File: src/rtl/sgprg_pkg.sv
// ----------------------------------------------------------------------------
// sgprg_pkg
// shared types and constants of the segment glyph pixel run generator
// ----------------------------------------------------------------------------
package sgprg_pkg;

  // configuration port
  localparam int CFG_INDEX_W = 2;
  localparam int CFG_DATA_W  = 24;

  localparam logic [CFG_INDEX_W-1:0] CFG_PIXELS_PER_SEGMENT = 2'd0;
  localparam logic [CFG_INDEX_W-1:0] CFG_SEGMENTS_PER_DIGIT = 2'd1;
  localparam logic [CFG_INDEX_W-1:0] CFG_LIT_COLOR          = 2'd2;

  localparam logic [7:0]  PPS_RESET   = 8'd1;
  localparam logic [2:0]  SPD_RESET   = 3'd7;
  localparam logic [23:0] COLOR_RESET = 24'd38400;

  // item operation codes
  localparam logic [1:0] OP_RENDER = 2'd0;
  localparam logic [1:0] OP_GLYPH  = 2'd1;
  localparam logic [1:0] OP_SYMBOL = 2'd2;

  // preloaded decimal glyphs
  localparam int         DIGIT_COUNT = 10;
  localparam logic [7:0] DIGIT_BASE  = 8'h30;
  localparam logic [6:0] DECIMAL_MASKS [DIGIT_COUNT] = '{
    7'h77, 7'h44, 7'h3E, 7'h6E, 7'h4D, 7'h6B, 7'h7B, 7'h46, 7'h7F, 7'h6F
  };

  typedef enum logic [1:0] {
    ST_IDLE,
    ST_COMPARE,
    ST_SELECT,
    ST_EMIT
  } state_t;

  typedef struct packed {
    logic capture;
    logic compare;
    logic select;
    logic emit;
  } cmd_t;

  typedef struct packed {
    logic is_render;
    logic start_emit;
    logic out_free;
    logic run_last;
  } status_t;

endpackage

File: src/rtl/sgprg_ctrl.sv
// ----------------------------------------------------------------------------
// sgprg_ctrl
// sequencer: capture, table compare, entry select, and, while the output is free, one run per cycle
// ----------------------------------------------------------------------------
module sgprg_ctrl (
  input  logic              clk,
  input  logic              rst,
  input  logic              in_valid,
  output logic              in_ready,
  input  sgprg_pkg::status_t status,
  output sgprg_pkg::cmd_t    cmd
);
  import sgprg_pkg::*;

  state_t state;
  state_t state_next;

  always_ff @(posedge clk) begin
    if (rst) begin
      state <= ST_IDLE;
    end else begin
      state <= state_next;
    end
  end

  always_comb begin
    state_next = state;
    cmd        = '0;
    in_ready   = 1'b0;
    case (state)
      ST_IDLE: begin
        in_ready = 1'b1;
        if (in_valid) begin
          cmd.capture = 1'b1;
          if (status.is_render) begin
            state_next = ST_COMPARE;
          end
        end
      end
      ST_COMPARE: begin
        cmd.compare = 1'b1;
        state_next  = ST_SELECT;
      end
      ST_SELECT: begin
        cmd.select = 1'b1;
        state_next = status.start_emit ? ST_EMIT : ST_IDLE;
      end
      ST_EMIT: begin
        if (status.out_free) begin
          cmd.emit = 1'b1;
          if (status.run_last) begin
            state_next = ST_IDLE;
          end
        end
      end
      default: begin
        state_next = ST_IDLE;
      end
    endcase
  end

endmodule

File: src/rtl/sgprg_datapath.sv
// ----------------------------------------------------------------------------
// sgprg_datapath
// configuration, glyph and symbol tables, position counter, output register
// ----------------------------------------------------------------------------
module sgprg_datapath #(
  parameter int GLYPH_ENTRIES  = 16,
  parameter int SYMBOL_ENTRIES = 16,
  parameter int LAYOUT_LIMIT   = 32
) (
  input  logic                                 clk,
  input  logic                                 rst,
  input  logic                                 cfg_write,
  input  logic [sgprg_pkg::CFG_INDEX_W-1:0]    cfg_index,
  input  logic [sgprg_pkg::CFG_DATA_W-1:0]     cfg_data,
  input  logic [1:0]                           operation,
  input  logic [7:0]                           character,
  input  logic [6:0]                           segment_mask,
  input  logic [7:0]                           symbol_length,
  input  logic                                 symbol_visible,
  input  logic                                 first_of_string,
  input  logic                                 out_ready,
  output logic                                 out_valid,
  output logic [15:0]                          run_start,
  output logic [7:0]                           run_length,
  output logic [23:0]                          run_color,
  output logic                                 last_run,
  input  sgprg_pkg::cmd_t                      cmd,
  output sgprg_pkg::status_t                   status
);
  import sgprg_pkg::*;

  localparam int GCW = $clog2(GLYPH_ENTRIES + 1);
  localparam int SCW = $clog2(SYMBOL_ENTRIES + 1);
  localparam int ECW = $clog2(LAYOUT_LIMIT + 1);
  localparam logic [GCW-1:0] GLYPH_FULL  = GCW'(GLYPH_ENTRIES);
  localparam logic [SCW-1:0] SYMBOL_FULL = SCW'(SYMBOL_ENTRIES);
  localparam logic [ECW-1:0] LAYOUT_FULL = ECW'(LAYOUT_LIMIT);

  // configuration registers
  logic [7:0]  pixels_per_segment;
  logic [2:0]  segments_per_digit;
  logic [23:0] lit_color;

  always_ff @(posedge clk) begin
    if (rst) begin
      pixels_per_segment <= PPS_RESET;
      segments_per_digit <= SPD_RESET;
      lit_color          <= COLOR_RESET;
    end else if (cfg_write) begin
      case (cfg_index)
        CFG_PIXELS_PER_SEGMENT: pixels_per_segment <= cfg_data[7:0];
        CFG_SEGMENTS_PER_DIGIT: segments_per_digit <= cfg_data[2:0];
        CFG_LIT_COLOR:          lit_color          <= cfg_data[23:0];
        default: ;
      endcase
    end
  end

  // captured render item
  logic [7:0] char_q;
  logic       first_q;

  always_ff @(posedge clk) begin
    if (cmd.capture) begin
      char_q  <= character;
      first_q <= first_of_string;
    end
  end

  // table fill counts
  logic [GCW-1:0] glyph_count;
  logic [SCW-1:0] symbol_count;
  logic           glyph_wr;
  logic           symbol_wr;

  assign glyph_wr  = cmd.capture && (operation == OP_GLYPH) && (glyph_count < GLYPH_FULL);
  assign symbol_wr = cmd.capture && (operation == OP_SYMBOL) && (symbol_count < SYMBOL_FULL);

  always_ff @(posedge clk) begin
    if (rst) begin
      glyph_count  <= GCW'(DIGIT_COUNT);
      symbol_count <= '0;
    end else begin
      if (glyph_wr) begin
        glyph_count <= glyph_count + 1'b1;
      end
      if (symbol_wr) begin
        symbol_count <= symbol_count + 1'b1;
      end
    end
  end

  // glyph table, each entry compared in parallel
  logic [6:0]               glyph_mask_w [GLYPH_ENTRIES];
  logic [GLYPH_ENTRIES-1:0] glyph_hit;

  for (genvar gi = 0; gi < GLYPH_ENTRIES; gi++) begin : g_glyph
    localparam logic [GCW-1:0] IDX = GCW'(gi);
    logic [7:0] code;
    logic [6:0] mask;
    logic       wr;

    assign wr = glyph_wr && (glyph_count == IDX);

    if (gi < DIGIT_COUNT) begin : g_preset
      always_ff @(posedge clk) begin
        if (rst) begin
          code <= DIGIT_BASE + 8'(gi);
          mask <= DECIMAL_MASKS[gi];
        end else if (wr) begin
          code <= character;
          mask <= segment_mask;
        end
      end
    end else begin : g_free
      always_ff @(posedge clk) begin
        if (wr) begin
          code <= character;
          mask <= segment_mask;
        end
      end
    end

    assign glyph_mask_w[gi] = mask;
    assign glyph_hit[gi]    = (glyph_count > IDX) && (code == char_q);
  end

  // symbol table, contents undefined until written
  logic [7:0]                symbol_len_w  [SYMBOL_ENTRIES];
  logic [SYMBOL_ENTRIES-1:0] symbol_shown_w;
  logic [SYMBOL_ENTRIES-1:0] symbol_hit;

  for (genvar si = 0; si < SYMBOL_ENTRIES; si++) begin : g_symbol
    localparam logic [SCW-1:0] IDX = SCW'(si);
    logic [7:0] code;
    logic [7:0] len;
    logic       shown;

    always_ff @(posedge clk) begin
      if (symbol_wr && (symbol_count == IDX)) begin
        code  <= character;
        len   <= symbol_length;
        shown <= symbol_visible;
      end
    end

    assign symbol_len_w[si]   = len;
    assign symbol_shown_w[si] = shown;
    assign symbol_hit[si]     = (symbol_count > IDX) && (code == char_q);
  end

  // registered hit vectors, position and element count
  logic [GLYPH_ENTRIES-1:0]  glyph_hit_q;
  logic [SYMBOL_ENTRIES-1:0] symbol_hit_q;
  logic [15:0]               pixel_position;
  logic [ECW-1:0]            element_count;

  always_ff @(posedge clk) begin
    if (cmd.compare) begin
      glyph_hit_q  <= glyph_hit;
      symbol_hit_q <= symbol_hit;
    end
  end

  // first hit wins
  logic [GLYPH_ENTRIES-1:0]  glyph_first;
  logic [SYMBOL_ENTRIES-1:0] symbol_first;
  logic [6:0]                sel_mask;
  logic [7:0]                sel_len;
  logic                      sel_shown;
  logic                      glyph_any;
  logic                      symbol_any;
  logic                      layout_full;

  assign glyph_first  = glyph_hit_q & (~glyph_hit_q + 1'b1);
  assign symbol_first = symbol_hit_q & (~symbol_hit_q + 1'b1);
  assign glyph_any    = |glyph_hit_q;
  assign symbol_any   = |symbol_hit_q;
  assign layout_full  = element_count >= LAYOUT_FULL;

  always_comb begin
    sel_mask = '0;
    for (int i = 0; i < GLYPH_ENTRIES; i++) begin
      sel_mask = sel_mask | (glyph_first[i] ? glyph_mask_w[i] : 7'd0);
    end
  end

  always_comb begin
    sel_len   = '0;
    sel_shown = 1'b0;
    for (int i = 0; i < SYMBOL_ENTRIES; i++) begin
      sel_len   = sel_len | (symbol_first[i] ? symbol_len_w[i] : 8'd0);
      sel_shown = sel_shown | (symbol_first[i] & symbol_shown_w[i]);
    end
  end

  // run generator registers
  logic [6:0] cur_bits;
  logic [7:0] cur_len;
  logic [2:0] cur_total;
  logic [2:0] seg_idx;
  logic       run_last;
  logic       element_hit;

  assign element_hit = !layout_full && (glyph_any || symbol_any);
  assign run_last    = (seg_idx + 3'd1) == cur_total;

  always_ff @(posedge clk) begin
    if (cmd.select) begin
      seg_idx   <= '0;
      cur_bits  <= glyph_any ? sel_mask : {6'd0, sel_shown};
      cur_len   <= glyph_any ? pixels_per_segment : sel_len;
      cur_total <= glyph_any ? segments_per_digit : 3'd1;
    end else if (cmd.emit) begin
      seg_idx <= seg_idx + 3'd1;
    end
  end

  always_ff @(posedge clk) begin
    if (rst) begin
      pixel_position <= '0;
      element_count  <= '0;
    end else if (cmd.compare && first_q) begin
      pixel_position <= '0;
      element_count  <= '0;
    end else begin
      if (cmd.select && element_hit) begin
        element_count <= element_count + 1'b1;
      end
      if (cmd.emit) begin
        pixel_position <= pixel_position + {8'd0, cur_len};
      end
    end
  end

  // output register
  always_ff @(posedge clk) begin
    if (rst) begin
      out_valid <= 1'b0;
    end else if (cmd.emit) begin
      out_valid <= 1'b1;
    end else if (out_ready) begin
      out_valid <= 1'b0;
    end
  end

  always_ff @(posedge clk) begin
    if (cmd.emit) begin
      run_start  <= pixel_position;
      run_length <= cur_len;
      run_color  <= cur_bits[seg_idx] ? lit_color : 24'd0;
      last_run   <= run_last;
    end
  end

  assign status.is_render  = operation == OP_RENDER;
  assign status.start_emit = !layout_full &&
                             (glyph_any ? (segments_per_digit != 3'd0) : symbol_any);
  assign status.out_free   = !out_valid || out_ready;
  assign status.run_last   = run_last;

endmodule

File: src/rtl/segment_glyph_pixel_run_generator_unit.sv
// ----------------------------------------------------------------------------
// segment_glyph_pixel_run_generator_unit
// character stream to pixel runs for a seven-segment led strip layout
// ----------------------------------------------------------------------------
// Each render transfer looks the character up in the glyph table (preloaded
// with '0'..'9', digits win over symbols, first matching entry wins) and then
// in the symbol table, and sends one run per drawn segment of a digit or a
// single run for a symbol, advancing the strip position as it goes. Register
// transfers (glyph or symbol) leave the block idle and are dropped silently
// when the table is full. A render transfer holds the block until its last
// run is loaded: segments_per_digit runs for a digit, 1 for a symbol, none
// for an unknown character, a full layout or a segments_per_digit of 0. The
// compare state matches the character against every table entry into a
// registered hit vector, the select state picks the first hit, and the run
// generator then loads one run per cycle into the output register while it
// is free. The final run of a character is flagged with last_run, and the
// next item can be taken while that run still waits in the output register.
// The user must write configuration only while the block is idle; the block
// does not enforce it, and there is no memory clearing pass after reset.
// ----------------------------------------------------------------------------
module segment_glyph_pixel_run_generator_unit #(
  parameter int GLYPH_ENTRIES  = 16,
  parameter int SYMBOL_ENTRIES = 16,
  parameter int LAYOUT_LIMIT   = 32
) (
  input  logic                               clk,
  input  logic                               rst,
  // configuration write port
  input  logic                               cfg_write,
  input  logic [sgprg_pkg::CFG_INDEX_W-1:0]  cfg_index,
  input  logic [sgprg_pkg::CFG_DATA_W-1:0]   cfg_data,
  // item channel
  input  logic                               in_valid,
  output logic                               in_ready,
  input  logic [1:0]                         operation,
  input  logic [7:0]                         character,
  input  logic [6:0]                         segment_mask,
  input  logic [7:0]                         symbol_length,
  input  logic                               symbol_visible,
  input  logic                               first_of_string,
  // run channel
  output logic                               out_valid,
  input  logic                               out_ready,
  output logic [15:0]                        run_start,
  output logic [7:0]                         run_length,
  output logic [23:0]                        run_color,
  output logic                               last_run
);
  import sgprg_pkg::*;

  cmd_t    cmd;
  status_t status;

  // sequencer
  sgprg_ctrl u_ctrl (
    .clk      (clk),
    .rst      (rst),
    .in_valid (in_valid),
    .in_ready (in_ready),
    .status   (status),
    .cmd      (cmd)
  );

  // tables, position tracking and output register
  sgprg_datapath #(
    .GLYPH_ENTRIES  (GLYPH_ENTRIES),
    .SYMBOL_ENTRIES (SYMBOL_ENTRIES),
    .LAYOUT_LIMIT   (LAYOUT_LIMIT)
  ) u_datapath (
    .clk             (clk),
    .rst             (rst),
    .cfg_write       (cfg_write),
    .cfg_index       (cfg_index),
    .cfg_data        (cfg_data),
    .operation       (operation),
    .character       (character),
    .segment_mask    (segment_mask),
    .symbol_length   (symbol_length),
    .symbol_visible  (symbol_visible),
    .first_of_string (first_of_string),
    .out_ready       (out_ready),
    .out_valid       (out_valid),
    .run_start       (run_start),
    .run_length      (run_length),
    .run_color       (run_color),
    .last_run        (last_run),
    .cmd             (cmd),
    .status          (status)
  );

  // a run is never loaded while a new item may be taken
  a_no_emit_when_idle : assert property (
    @(posedge clk) disable iff (rst) !(in_ready && cmd.emit)
  ) else $error("run emitted while accepting items");

  // a waiting result is never overwritten
  a_no_overwrite : assert property (
    @(posedge clk) disable iff (rst) cmd.emit |-> (!out_valid || out_ready)
  ) else $error("output register overwritten");

  // a render transfer blocks the item channel for the lookup
  a_render_blocks : assert property (
    @(posedge clk) disable iff (rst)
    (in_valid && in_ready && (operation == OP_RENDER)) |=> !in_ready
  ) else $error("item accepted during lookup");

  // an emitted run shows up in the output register next cycle
  a_emit_visible : assert property (
    @(posedge clk) disable iff (rst) cmd.emit |=> out_valid
  ) else $error("emitted run not presented");

endmodule

File: config.mk
export PLATFORM = sky130hd
export DESIGN_NAME = segment_glyph_pixel_run_generator_unit
export DESIGN_NICKNAME = d
export VERILOG_FILES = /design/src/rtl/sgprg_pkg.sv /design/src/rtl/sgprg_ctrl.sv /design/src/rtl/sgprg_datapath.sv /design/src/rtl/segment_glyph_pixel_run_generator_unit.sv
export SDC_FILE = /design/constraint.sdc
export NUM_CORES = 1
export LEC_CHECK = 0
export BUFFER_PORTS_ARGS = -buffer_cell sky130_fd_sc_hd__buf_4
export CAP_MARGIN = 20
export CORE_ASPECT_RATIO = 1.5
export CORE_UTILIZATION = 55
export DETAILED_ROUTE_END_ITERATION = 6
export GPL_TIMING_DRIVEN = 0
export PLACE_DENSITY = 0.72
export SLEW_MARGIN = 15
export SYNTH_ARGS = -nofsm -noshare
export SYNTH_HDL_FRONTEND = slang
export SYNTH_SLANG_ARGS = --single-unit
File: constraint.sdc
create_clock -name clk -period 4.2 [get_ports clk]
set_input_delay 0.42 -clock clk [delete_from_list [all_inputs] [get_ports clk]]
set_output_delay 0.42 -clock clk [all_outputs]
set_load 0.03 [all_outputs]
==> impl_metrics.yaml <==
drt:
  wl_per_cell_um: 23.84
  drt-total-wl_mm: 79.68
  firstDrtPassIters: 6
  viasPerCell: 5.997
  vias: 20050
  detail_route.iter0.violations: 1601
  antenna_left: 0
  drc: 0
placement:
  place.gp.congestion: 0.9785
  place_hpwl_mm: 55.58
  portBuffers: 108
  place_area_sq_mm: 0.03111
yosys:
  syn_area_sq_mm: 0.02900
  synth-main-ff-cell: "edfxtp_1"
  syn-num-nets: 2492
  synthSimpleGateAreaFrac: 0.1466
  yosysWarnings: 0
  synth_edf_count: 470
  synthMuxAreaShare: 0.009061
  yosys.area_share.xor_xnor: 0.08155
  ys_seq_elements: 693
  netlist_instances: 2414
  async_reset_ff_frac: 0
  synth_cell_type_count: 70
  synth-seq-area-share: 0.6407
  synth_compound_area_frac: 0.08695
  synth_top_family_by_area: "simple AND/OR/NAND/NOR gates"
  syn_avg_cell_area_sq_um: 12.01
  synth_fa_ha_area_frac: 0.008889
worst_setup_path:
  worst-setup-path-type: "flop to flop"
  cp-endpoint: "u_datapath.g_glyph[11].mask[4]"
  critical-path-max-stage-delay_ns: 0.74
  crit_family: "simple AND/OR/NAND/NOR gates"
  path_buf_inv: 3
  start_kind: "flop"
  cp_cell_sequence: "nor3b_4, and3_1, clkbuf_1, clkbuf_1, nand3_1, nor2_2, buf_8"
  worst-path-stages: 7
  cp-end-kind: "flop"
  r2r_cells: 7
  cpMostUsedCell: "clkbuf_1"
  worstPathArrival_ns: 3.80
  cp_max_fo: 13
  rr_endpoint: "u_datapath.g_glyph[11].mask[4]"
  required_ns: 4.50
  cpMaxStageDelayCell: "nor3b_4"
  setup.worst_path.start: "u_ctrl.state[1]"
  regToRegSetupSlack_ns: 0.70
  rr_startpoint: "u_ctrl.state[1]"
floorplanning:
  die-area_sq_mm: 0.05366
  core-area_sq_mm: 0.05181
  ios: 109
  start_util: 0.5596
  die_h_um: 283.2
  die_x_um: 189.5
  placementRows: 102
timing:
  rsz0062_at_grt: "false"
  min_period_ns: 3.500
  tightestPinTransition_ns: 1.225
  setup_tns_ns: 0
  setup_violations: 0
  fin_skew_ns: 0.01407
  slew_violations: 0
  slew_headroom: 0.1835
  fmax_mhz: 285.7
  hold_viol_final: 0
  timing.final.crit_share: 0.8334
  holdWs_ns: 0.03142
pwr:
  ir_drop_mv: 0.3799
  power.density_mw_per_mm2: 444.8
  p_leak_nw: 11.15
grt:
  grt_pass1_vias: 20130
  antenna_found_initial: 0
  grt_pass1_wl_mm: 119.8
  grt_start_max_net_pins: 35
  gr-usage-all-layers: 0.3003
  grt-ovfl-total: 0
clock_tree:
  htreeDepth: 3
  postCtsSetupRepairBufs: 0
  clk_pin_slew_worst_paths_ns: 0.06
  cts.sinks: 693
  cts_resized: 0
  cts_hold_buf: 0
  clk_path_buf_depth: 3
  cts_tree: "yes"
  cts_root_buf: "clkbuf_16"
  cts_buffers: 66
  clock_latency_ns: 0.61
outcome:
  status: "finished clean"
final_layout:
  fin_area_sq_mm: 0.03327
  final_common_cell: "edfxtp_1"
  final_nets: 2695
  final_cell_mix: "edfxtp_1 (470), nand2_1 (378), dfxtp_1 (223)"
  drive_gt1_frac: 0.1013
  area_growth_pct: 14.73
run:
  drv_cap: 0
hold_path:
  hold_class: "input pin to flop"
  worstHoldPathCells: 3
## power by group
part	switching, mW	internal [mW]
clock	2.53	3.44
combinational	0.890	0.464
sequential	0.0640	7.40
total	3.49	11.3
## cell usage after synthesis (9+ instances only)
library cell,number,share of area
nor2b_1,58,0.013
a211o_1,33,0.010
a221o_1,15,0.0052
nand3b_1,110,0.028
a22oi_1,15,0.0039
inv_1,34,0.0044
nor3_1,38,0.0066
edfxtp_1,470,0.49
dfxtp_1,223,0.15
nand2b_1,18,0.0039
a32oi_1,10,0.0030
clkbuf_1,133,0.017
nand3_1,29,0.0050
a21oi_1,147,0.025
o211ai_1,23,0.0060
nand4_1,51,0.011
a22o_1,9,0.0027
nand2_1,378,0.049
mux2i_1,24,0.0083
and3_1,11,0.0024
a211oi_1,13,0.0034
xor2_1,72,0.022
buf_1,26,0.0034
xnor2_1,198,0.060
nor2_1,68,0.0088
ha_1,19,0.0082
o21ai_0,47,0.0081
a221oi_1,23,0.0069
nor4_1,23,0.0050
## flip-flops by register name, summed over array words and instances (netlist names), 2 cells and up
| name | cells |
|---|---|
| u_datapath.char_q | 8 |
| u_datapath.run_color | 24 |
| u_datapath.run_length | 8 |
| u_datapath.symbol_hit_q | 16 |
| u_datapath.pixels_per_segment | 8 |
| u_datapath.cur_bits | 7 |
| u_datapath.segments_per_digit | 3 |
| u_datapath.seg_idx | 3 |
| u_datapath.symbol_count | 5 |
| u_datapath.g_glyph.mask | 112 |
| u_datapath.g_glyph.code | 128 |
| u_datapath.pixel_position | 16 |
| u_datapath.glyph_hit_q | 16 |
| u_datapath.cur_total | 3 |
| u_datapath.g_symbol.code | 128 |
| u_datapath.element_count | 6 |
| u_datapath.g_symbol.shown | 16 |
| u_datapath.glyph_count | 5 |
| u_datapath.lit_color | 24 |
| u_datapath.cur_len | 8 |
| u_datapath.g_symbol.len | 128 |
| u_ctrl.state | 2 |
| u_datapath.run_start | 16 |
## area by class of cell
cell class,count,area (sq um)
Sequential cell,693,18580
Fill cell,4008,18550
Multi-Input combinational cell,1521,9733
Clock buffer,86,1788
Timing Repair Buffer,135,1207
Tap cell,676,845.8
Buffer,166,638.1
Clock inverter,31,346.6
Inverter,34,127.6
Antenna cell,1,2.502
## layer usage
metal / wire length (um) / GRT usage / vias to the layer above
met5: 0 / 0 / -
li1: - / - / 9096
met1: 29070 / 0.3465 / 9883
met3: 4310 / 0.03679 / 258
met4: 5089 / 0.1851 / 0
met2: 41220 / 0.5272 / 812
## logic make-up after synthesis
group | after synthesis
buffers and inverters | 200
and+or+nand+nor | 828
DFF | 693
AOI/OAI and AO/OA | 378
xor gates and xnor gates | 270
muxes | 25
adders and majority gates | 20
## worst min-delay path, cell delays in order
cell and delay (ns):
buf_4 0.07, nand2_1 0.04, nand3b_1 0.07
## worst min path at each step
stage	end	slack, ns	from
after floorplan	u_datapath.run_start[15]	0.42	u_datapath.pixel_position[15]
after global placement	u_datapath.run_start[15]	0.43	u_datapath.pixel_position[15]
after detailed placement	u_datapath.lit_color[20]	0.44	u_datapath.lit_color[20]
after CTS	u_datapath.lit_color[10]	0.01	cfg_data[10]
after global routing	u_datapath.first_q	0.02	first_of_string
final	u_datapath.lit_color[15]	0.03	cfg_data[15]
## per-stage QoR
step / util / setup slack (ns) / std cells / power (mW)
2_1_floorplan: - / 0.9553 / 2414 / 8.385
3_3_place_gp: 0.5916 / -1.180 / 3198 / 8.871
3_5_place_dp: 0.6004 / 0.4104 / 3224 / 8.953
4_1_cts: 0.6416 / 0.3953 / 3341 / 14.85
5_1_grt: 0.6420 / 0.5726 / 3342 / 15.21
6_report: 0.6420 / 0.6995 / 3343 / 14.80
Note: power is estimated with default switching activity, not from simulation.
